===== src/rtl/core/tte_pkg.sv =====
// Shared types and constants for the timer table engine.
// Used by tte_slot_eval and timer_table_engine; no dependencies.
package tte_pkg;

	localparam int TIME_BITS = 48;
	localparam int WAIT_W    = 31;
	localparam int ID_W      = 32;

	typedef enum logic [1:0] {
		REQ_START  = 2'd0,
		REQ_CANCEL = 2'd1,
		REQ_TICK   = 2'd2,
		REQ_QUERY  = 2'd3
	} req_kind_t;

	typedef enum logic [2:0] {
		RSP_START  = 3'd0,
		RSP_CANCEL = 3'd1,
		RSP_FIRED  = 3'd2,
		RSP_TICK   = 3'd3,
		RSP_QUERY  = 3'd4
	} rsp_kind_t;

	// One slot of the timer memory
	typedef struct packed {
		logic [ID_W-1:0]      ident;
		logic                 clk_sel;
		logic [TIME_BITS-1:0] due;
		logic [WAIT_W-1:0]    period;
		logic                 reload;
	} slot_entry_t;

	// Evaluation of one slot against the current clocks
	typedef struct packed {
		logic                 fire;
		logic [WAIT_W-1:0]    rem;
		logic [TIME_BITS-1:0] due_next;
	} slot_eval_t;

endpackage


===== src/rtl/core/tte_slot_eval.sv =====
// Per-slot time arithmetic: due check, clamped remaining time, reload due.
// Depends on tte_pkg.
module tte_slot_eval (
	input  tte_pkg::slot_entry_t                 entry,
	input  logic [tte_pkg::TIME_BITS-1:0]        mono_now,
	input  logic [tte_pkg::TIME_BITS-1:0]        boot_now,
	output tte_pkg::slot_eval_t                  result
);
	import tte_pkg::*;

	logic [TIME_BITS-1:0] now;
	logic [TIME_BITS:0]   diff;
	logic [TIME_BITS:0]   sum;
	logic                 past;

	assign now  = entry.clk_sel ? boot_now : mono_now;
	assign diff = {1'b0, entry.due} - {1'b0, now};
	assign past = diff[TIME_BITS] || (diff == '0);
	assign sum  = {1'b0, now} + (TIME_BITS+1)'(entry.period);

	always_comb begin
		result.fire = past;
		if (past)
			result.rem = '0;
		else if (|diff[TIME_BITS-1:WAIT_W])
			result.rem = '1;
		else
			result.rem = diff[WAIT_W-1:0];
		// now + period saturates at the top of the time range
		result.due_next = sum[TIME_BITS] ? '1 : sum[TIME_BITS-1:0];
	end

endmodule


===== src/rtl/core/timer_table_engine.sv =====
// Timer table engine top level: request sequencer, slot memory, output register.
// Depends on tte_pkg and tte_slot_eval.
//
// Every request walks the slot memory one slot per cycle through its single
// synchronous read port, stalling on a firing slot while the sink holds the output.
// Start, cancel and query walk the table once; tick walks it twice (fire, then
// the poll timeout pass). The closing result also waits until the sink has
// taken any earlier result. One request is in flight at a time; s_tready rises
// again once its final result (m_tlast high) has been loaded for output.
module timer_table_engine #(
	parameter int NUM_SLOTS = 16
) (
	input  logic         clk,
	input  logic         arst_n,
	input  logic         s_tvalid,
	output logic         s_tready,
	// timer_id[31:0], delay_ms[63:32], periodic[64], clock_kind[65],
	// handler_present[66], mono_now_ms[114:67], boot_now_ms[162:115], zero pad
	input  logic [167:0] s_tdata,
	// req_type[1:0]
	input  logic [1:0]   s_tuser,
	output logic         m_tvalid,
	input  logic         m_tready,
	// result_id[31:0], success[32], is_active[33], wait_ms[65:34], zero pad
	output logic [71:0]  m_tdata,
	// resp_kind[2:0]
	output logic [2:0]   m_tuser,
	// last_item
	output logic         m_tlast
);
	import tte_pkg::*;

	localparam int SLOT_W = (NUM_SLOTS > 1) ? $clog2(NUM_SLOTS) : 1;
	localparam int CNT_W  = $clog2(NUM_SLOTS + 1);
	localparam logic [CNT_W-1:0] LAST_CNT = CNT_W'(NUM_SLOTS);

	typedef enum logic [3:0] {
		ST_IDLE = 4'b0001,
		ST_SCAN = 4'b0010,
		ST_POLL = 4'b0100,
		ST_DONE = 4'b1000
	} state_t;

	state_t state_q;

	// request held for the whole operation
	req_kind_t            req_q;
	logic [ID_W-1:0]      tid_q;
	logic [WAIT_W-1:0]    delay_q;
	logic                 per_q;
	logic                 clk_sel_q;
	logic                 hnd_q;
	logic [TIME_BITS-1:0] mono_q;
	logic [TIME_BITS-1:0] boot_q;

	logic [ID_W-1:0]      id_cnt_q;
	logic [NUM_SLOTS-1:0] used_q;

	// scan pipeline
	logic [CNT_W-1:0]     idx_q;
	logic                 vld_s1;
	logic [SLOT_W-1:0]    idx_s1;
	slot_entry_t          entry_s1;

	// accumulators
	logic                 hit_q;
	logic                 act_q;
	logic                 free_found_q;
	logic [SLOT_W-1:0]    free_idx_q;
	logic                 best_vld_q;
	logic [WAIT_W-1:0]    best_q;

	// output register
	logic                 m_tvalid_q;
	rsp_kind_t            o_kind_q;
	logic [ID_W-1:0]      o_id_q;
	logic                 o_ok_q;
	logic                 o_act_q;
	logic [31:0]          o_wait_q;
	logic                 o_last_q;

	slot_entry_t          mem [NUM_SLOTS];

	slot_entry_t          eval_in;
	slot_eval_t           ev;
	slot_entry_t          new_entry;
	logic                 scanning;
	logic                 out_free;
	logic                 used_s1;
	logic                 tid_hit;
	logic                 nid_hit;
	logic                 fire_s1;
	logic                 stall_s1;
	logic                 adv;
	logic                 rd_en;
	logic                 scan_done;
	logic                 take_s1;
	logic                 start_ok;
	logic                 done_go;
	logic                 mem_we;
	logic [SLOT_W-1:0]    mem_waddr;
	slot_entry_t          mem_wdata;
	logic [ID_W-1:0]      id_next;
	logic [31:0]          wait_val;
	logic                 accept;

	assign s_tready = (state_q == ST_IDLE);
	assign accept   = s_tvalid && s_tready;
	assign out_free = !m_tvalid_q || m_tready;
	assign scanning = (state_q == ST_SCAN) || (state_q == ST_POLL);

	assign new_entry.ident   = id_cnt_q;
	assign new_entry.clk_sel = clk_sel_q;
	assign new_entry.due     = '0;
	assign new_entry.period  = delay_q;
	assign new_entry.reload  = per_q;

	// the evaluator also computes the due time of a new timer
	assign eval_in = (state_q == ST_DONE) ? new_entry : entry_s1;

	tte_slot_eval u_eval (
		.entry    (eval_in),
		.mono_now (mono_q),
		.boot_now (boot_q),
		.result   (ev)
	);

	assign used_s1  = used_q[idx_s1];
	assign tid_hit  = used_s1 && (tid_q != '0) && (entry_s1.ident == tid_q);
	assign nid_hit  = used_s1 && hnd_q && (entry_s1.ident == id_cnt_q);
	assign fire_s1  = (state_q == ST_SCAN) && (req_q == REQ_TICK) && used_s1 && ev.fire;
	assign stall_s1 = vld_s1 && fire_s1 && !out_free;
	assign adv      = scanning && !stall_s1;
	assign rd_en    = adv && (idx_q != LAST_CNT);
	assign take_s1  = vld_s1 && adv;
	assign scan_done = scanning && !vld_s1 && (idx_q == LAST_CNT);
	assign start_ok = hnd_q && free_found_q;
	assign done_go  = (state_q == ST_DONE) && out_free;
	assign id_next  = (id_cnt_q == '1) ? ID_W'(1) : id_cnt_q + ID_W'(1);
	assign wait_val = best_vld_q ? {1'b0, best_q} : '1;

	always_comb begin
		mem_we    = 1'b0;
		mem_waddr = idx_s1;
		mem_wdata = entry_s1;
		if (take_s1 && fire_s1 && entry_s1.reload) begin
			mem_we        = 1'b1;
			mem_wdata.due = ev.due_next;
		end else if (done_go && (req_q == REQ_START) && start_ok) begin
			mem_we        = 1'b1;
			mem_waddr     = free_idx_q;
			mem_wdata     = new_entry;
			mem_wdata.due = ev.due_next;
		end
	end

	always_ff @(posedge clk) begin
		if (mem_we)
			mem[mem_waddr] <= mem_wdata;
		if (rd_en)
			entry_s1 <= mem[idx_q[SLOT_W-1:0]];
	end

	always_ff @(posedge clk) begin
		if (accept) begin
			req_q     <= req_kind_t'(s_tuser);
			tid_q     <= s_tdata[31:0];
			delay_q   <= s_tdata[63] ? '0 : s_tdata[62:32];
			per_q     <= s_tdata[64];
			clk_sel_q <= s_tdata[65];
			hnd_q     <= s_tdata[66];
			mono_q    <= s_tdata[114:67];
			boot_q    <= s_tdata[162:115];
		end
	end

	always_ff @(posedge clk or negedge arst_n) begin
		if (!arst_n) begin
			state_q      <= ST_IDLE;
			id_cnt_q     <= ID_W'(1);
			used_q       <= '0;
			idx_q        <= '0;
			vld_s1       <= 1'b0;
			idx_s1       <= '0;
			hit_q        <= 1'b0;
			act_q        <= 1'b0;
			free_found_q <= 1'b0;
			free_idx_q   <= '0;
			best_vld_q   <= 1'b0;
			best_q       <= '0;
		end else begin
			if (adv) begin
				vld_s1 <= rd_en;
				idx_s1 <= idx_q[SLOT_W-1:0];
				if (rd_en)
					idx_q <= idx_q + CNT_W'(1);
			end

			if (take_s1) begin
				if (state_q == ST_SCAN) begin
					unique case (req_q)
						REQ_START: begin
							if (tid_hit || nid_hit)
								used_q[idx_s1] <= 1'b0;
							if ((!used_s1 || tid_hit || nid_hit) && !free_found_q) begin
								free_found_q <= 1'b1;
								free_idx_q   <= idx_s1;
							end
						end
						REQ_CANCEL: begin
							if (tid_hit) begin
								used_q[idx_s1] <= 1'b0;
								hit_q          <= 1'b1;
							end
						end
						REQ_TICK: begin
							if (fire_s1 && !entry_s1.reload)
								used_q[idx_s1] <= 1'b0;
						end
						default: ;
					endcase
				end else begin
					if (tid_hit)
						act_q <= 1'b1;
					if (used_s1 && (!best_vld_q || (ev.rem < best_q))) begin
						best_vld_q <= 1'b1;
						best_q     <= ev.rem;
					end
				end
			end

			unique case (state_q)
				ST_IDLE: begin
					if (accept) begin
						state_q      <= (s_tuser == REQ_QUERY) ? ST_POLL : ST_SCAN;
						idx_q        <= '0;
						vld_s1       <= 1'b0;
						hit_q        <= 1'b0;
						act_q        <= 1'b0;
						free_found_q <= 1'b0;
						best_vld_q   <= 1'b0;
					end
				end
				ST_SCAN: begin
					if (scan_done) begin
						if (req_q == REQ_TICK) begin
							state_q <= ST_POLL;
							idx_q   <= '0;
						end else begin
							state_q <= ST_DONE;
						end
					end
				end
				ST_POLL: begin
					if (scan_done)
						state_q <= ST_DONE;
				end
				ST_DONE: begin
					if (out_free) begin
						state_q <= ST_IDLE;
						if ((req_q == REQ_START) && start_ok) begin
							used_q[free_idx_q] <= 1'b1;
							id_cnt_q           <= id_next;
						end
					end
				end
				default: state_q <= ST_IDLE;
			endcase
		end
	end

	// output register: fired results during the tick pass, closing result at the end
	always_ff @(posedge clk or negedge arst_n) begin
		if (!arst_n)
			m_tvalid_q <= 1'b0;
		else if ((take_s1 && fire_s1) || done_go)
			m_tvalid_q <= 1'b1;
		else if (m_tready)
			m_tvalid_q <= 1'b0;
	end

	always_ff @(posedge clk) begin
		if (take_s1 && fire_s1) begin
			o_kind_q <= RSP_FIRED;
			o_id_q   <= entry_s1.ident;
			o_ok_q   <= 1'b0;
			o_act_q  <= 1'b0;
			o_wait_q <= '0;
			o_last_q <= 1'b0;
		end else if (done_go) begin
			o_last_q <= 1'b1;
			o_act_q  <= 1'b0;
			o_ok_q   <= 1'b0;
			o_wait_q <= '0;
			o_id_q   <= tid_q;
			unique case (req_q)
				REQ_START: begin
					o_kind_q <= RSP_START;
					o_id_q   <= start_ok ? id_cnt_q : '0;
					o_ok_q   <= start_ok;
				end
				REQ_CANCEL: begin
					o_kind_q <= RSP_CANCEL;
					o_ok_q   <= hit_q;
				end
				REQ_TICK: begin
					o_kind_q <= RSP_TICK;
					o_id_q   <= '0;
					o_wait_q <= wait_val;
				end
				REQ_QUERY: begin
					o_kind_q <= RSP_QUERY;
					o_act_q  <= act_q;
					o_wait_q <= wait_val;
				end
				default: o_kind_q <= RSP_QUERY;
			endcase
		end
	end

	assign m_tvalid = m_tvalid_q;
	assign m_tuser  = o_kind_q;
	assign m_tlast  = o_last_q;
	assign m_tdata  = {6'b0, o_wait_q, o_act_q, o_ok_q, o_id_q};

endmodule


===== config.mk =====
export PLATFORM = sky130hd
export DESIGN_NAME = timer_table_engine
export DESIGN_NICKNAME = d
export VERILOG_FILES = /design/src/rtl/core/tte_pkg.sv /design/src/rtl/core/tte_slot_eval.sv /design/src/rtl/core/timer_table_engine.sv
export SDC_FILE = /design/constraint.sdc
export NUM_CORES = 2
export LEC_CHECK = 0
export CAP_MARGIN = 20
export CORE_AREA = 2 2 567 569
export CTS_CLUSTER_SIZE = 30
export DETAILED_ROUTE_END_ITERATION = 8
export DIE_AREA = 0 0 569 571
export DONT_BUFFER_PORTS = 1
export GPL_TIMING_DRIVEN = 0
export HOLD_SLACK_MARGIN = 0.1
export PLACE_DENSITY = 0.44
export SETUP_SLACK_MARGIN = 0.02
export SYNTH_ARGS = -nofsm -noshare
export SYNTH_HDL_FRONTEND = slang
export SYNTH_SLANG_ARGS = --single-unit

===== constraint.sdc =====
create_clock -name clk -period 37.9 [get_ports clk]
set_input_delay 1.895 -clock clk [delete_from_list [all_inputs] [get_ports clk]]
set_output_delay 1.895 -clock clk [all_outputs]
set_load 0.005 [all_outputs]

==> impl_metrics.yaml <==
clocking:
  cts_tree: "built"
  cts_root_buf: "clkbuf_16"
  clock_sinks: 2257
  cts.clk_slew.worst_paths_ns: 0.06
  postCtsResizedCells: 0
  clock_latency_ns: 0.91
  cts_buffers: 265
  max-clock-path-buffers: 4
  post_cts_buffers: 0
  cts_hold_buf: 0
  h-tree-depth: 5
synth:
  synth_edf_count: 2117
  synth_simple_gate_area_share_pct: 5.14
  synth_cell_types: 108
  synth_area_um2: 95200
  async_flop_share_pct: 4.52
  synth_mux_area_share_pct: 15.5
  synthCells: 5290
  yosys_warnings: 0
  synth_top_family_by_area: "multiplexers"
  synth-adder-area-share_pct: 1.36
  ys_seq_area_share_pct: 70.3
  synth-compound-area-share_pct: 4.19
  synth_ff_type: "edfxtp_1"
  synth-xor-area-share_pct: 1.90
  synth_seq_cells: 2257
  syn_avg_cell_area_um2: 18.0
final_layout:
  mostFrequentLayoutCell: "edfxtp_1"
  syn_to_final_growth_pct: 18.9
  final_cell_mix: "edfxtp_1 (2,117), mux4_2 (570), nand2_1 (362)"
  instances_no_fill: 10200
  final_area_um2: 113000
  nNetsFinal: 6056
  drive_gt1_share_pct: 22.7
  final_core_util_pct: 35.4
min_path:
  min_to: "o_act_q$_SDFFE_PP0P_"
  hold_start: "o_act_q$_SDFFE_PP0P_"
  worstHoldPathType: "flop to flop"
  holdPathStages: 2
placed_design:
  place_area_um2: 104000
  gp_congestion: 0.863
  place_inst: 9711
  io_buffers: 0
  dp_hpwl_um: 221000
  pre_cts_ws_ns: 24.12
outcome:
  outcome: "finished, final reports clean"
setup_path:
  crit_type: "flop to flop"
  cp_slowest_cell: "buf_1"
  crit_path_end_kind: "flop"
  r2r-start: "state_q[1]$_DFFE_PN0P_"
  r2r_cells: 35
  crit_path_frequent_cell: "buf_12"
  rrSetupSlack_ns: 24.21
  worst_r2r_endpoint: "mem[11][18]$_DFFE_PP_"
  critPathMaxFanout: 17
  cp.required_ns: 38.46
  cp_slowest_stage_delay_ns: 0.82
  critical_path_arrival_ns: 14.24
  start_kind: "flop"
routing:
  drtAntennaViolNets: 0
  drtIter0Drc: 5610
  dr_total_vias: 53300
  wl_um: 312000
  drtPass1Iterations: 5
  drt-vias-per-instance: 5.22
  wire_per_inst_um: 30.5
  drc_errors: 0
grt:
  grt_max_degree: 103
  antenna_found_initial: 26
  first_global_vias: 53100
  grt.total_usage_pct: 18.9
  globalRouteOverflowTotal: 0
  grt_pass1_wl_um: 430000
timing:
  setup-tns-final_ns: 0
  hold_slack_ns: 0.468
  worstMarginPinSlew_ns: 1.20
  hold_viol_final: 0
  setup_slack_ns: 24.21
  finClkSkew_ns: 0.0844
  finalCriticalPeriod_ns: 13.69
  rsz0062_at_grt: "no"
  period_share_pct: 36.1
  setup_violations: 0
  finalMaxSlewViolations: 0
  fmax_mhz: 73.1
  relSlewSlack_pct: 17.9
power:
  ir_drop_mv: 0.0390
  power_mw: 7.80
  power_frac_comb_pct: 27.9
  power.leakage_nw: 36.3
  clock_power_share_pct: 32.1
  p_int_mw: 5.27
  power_switching_mw: 2.53
  pwr-share-seq_pct: 40.0
  swShare_pct: 32.4
  power_density_nw_per_um2: 69.0
flow_run:
  cap_violations: 0
floorplanning:
  dieHeight_um: 571
  start_util_pct: 29.8
  io_pins: 252
  core-area_um2: 319000
  die_w_um: 569
  std_cell_rows: 208
  dieArea_um2: 325000
## registers in the layout (all words and copies together) (netlist names), 2 cells and up
name	cells
idx_q	5
id_cnt_q	32
mono_q	48
entry_s1	113
mem	1808
idx_s1	4
state_q	4
m_tuser	3
boot_q	48
o_id_q	32
used_q	16
best_q	31
req_q	2
tid_q	32
o_wait_q	32
delay_q	31
free_idx_q	4
## layer usage
layer	wire (um)	track usage (%)
met3	19600	2.93
met4	6310	4.07
met1	140000	27.0
met5	27	0
met2	146000	30.2
## how the worst max path moves through the flow
stage / from / endpoint / slack (ns) / cells past startpoint
2_1_floorplan: s_tvalid / boot_q[0]$_DFFE_PP_ / 19.11 / 2
3_3_place_gp: s_tvalid / boot_q[39]$_DFFE_PP_ / 6.37 / 2
3_5_place_dp: state_q[0]$_DFFE_PN1P_ / mem[11][18]$_DFFE_PP_ / 24.12 / 36
4_1_cts: state_q[1]$_DFFE_PN0P_ / mem[11][23]$_DFFE_PP_ / 24.04 / 35
5_1_grt: state_q[1]$_DFFE_PN0P_ / best_q[4]$_DFFE_PN0P_ / 23.53 / 42
6_report: state_q[1]$_DFFE_PN0P_ / mem[11][18]$_DFFE_PP_ / 24.21 / 35
## cell type report
type                       count  area, um2
buffer                       284       1270
fill                       29800     206000
antenna                       15       37.5
clock buffer                 337       7130
sequential                  2257      66900
tap                         4200       5260
inverter                      82        308
multi-input combinational   2672      26900
timing repair buffer         229       4020
clock inverter               135       1320
## cell families (layout without fill, tap and decap cells)
logic type | after synthesis | after routing
buf+inv | 366 | 1067
mux | 742 | 742
compound gates | 586 | 586
flops | 2257 | 2257
other cells | 1 | 21
xor+xnor | 206 | 206
simple gates | 1027 | 1027
fa+ha+maj | 105 | 105
## worst max-delay path: cells and delay by family (launching register included)
family	cells	cell delay [ns]
AO/OA/AOI/OAI	11	4.14
adder cells (fa/ha/maj)	1	0.23
buffers and inverters	16	5.30
flip-flops	1	0.46
multiplexers	2	0.50
AND/OR/NAND/NOR	5	2.54
## power by group through the flow
stage | sequential (mW) | combinational [mW] | clock [mW]
floorplan | 3.12 | 1.32 | 0
global placement | 3.25 | 2.06 | 0
detailed placement | 3.17 | 2.17 | 0
CTS | 3.12 | 2.18 | 2.57
global route | 3.12 | 2.33 | 2.66
finish | 3.12 | 2.18 | 2.51
## cells in the mapped netlist (all sizes together), types with 6 or more instances
master   count  area share (%)
o2111ai      7           0.064
o21bai      11           0.087
o21a         7           0.055
a211oi      44            0.35
dfrtp      100             2.6
and3        18            0.12
xnor2      114             1.0
o21ai      101            0.54
dfxtp       38            0.80
clkbuf     185            0.73
nand2b      32            0.21
a311oi       7           0.064
mux2i       87            0.92
nand2      363             1.4
nor2b       72            0.47
a21oi      158            0.85
mux2        85             1.1
nand3       46            0.24
inv         82            0.32
ha          89             1.2
buf         99            0.58
a22o        34            0.31
mux4       570              13
o22a        46            0.42
maj3        14            0.15
nor4b        8           0.087
xor2        92            0.85
and4         6           0.055
or3         11           0.072
a21o        33            0.26
edfxtp    2117              67
a21boi      14            0.11
o31ai       12            0.12
or2         12           0.079
o22ai        7           0.053
nor2       257             1.0
nor3        46            0.24
nand4       44            0.29
nor3b        7           0.055
a22oi        7           0.055
o211ai       8           0.063
nor4        36            0.25
a31oi       34            0.22
and2        48            0.32
(Power assumes the default switching activity.)
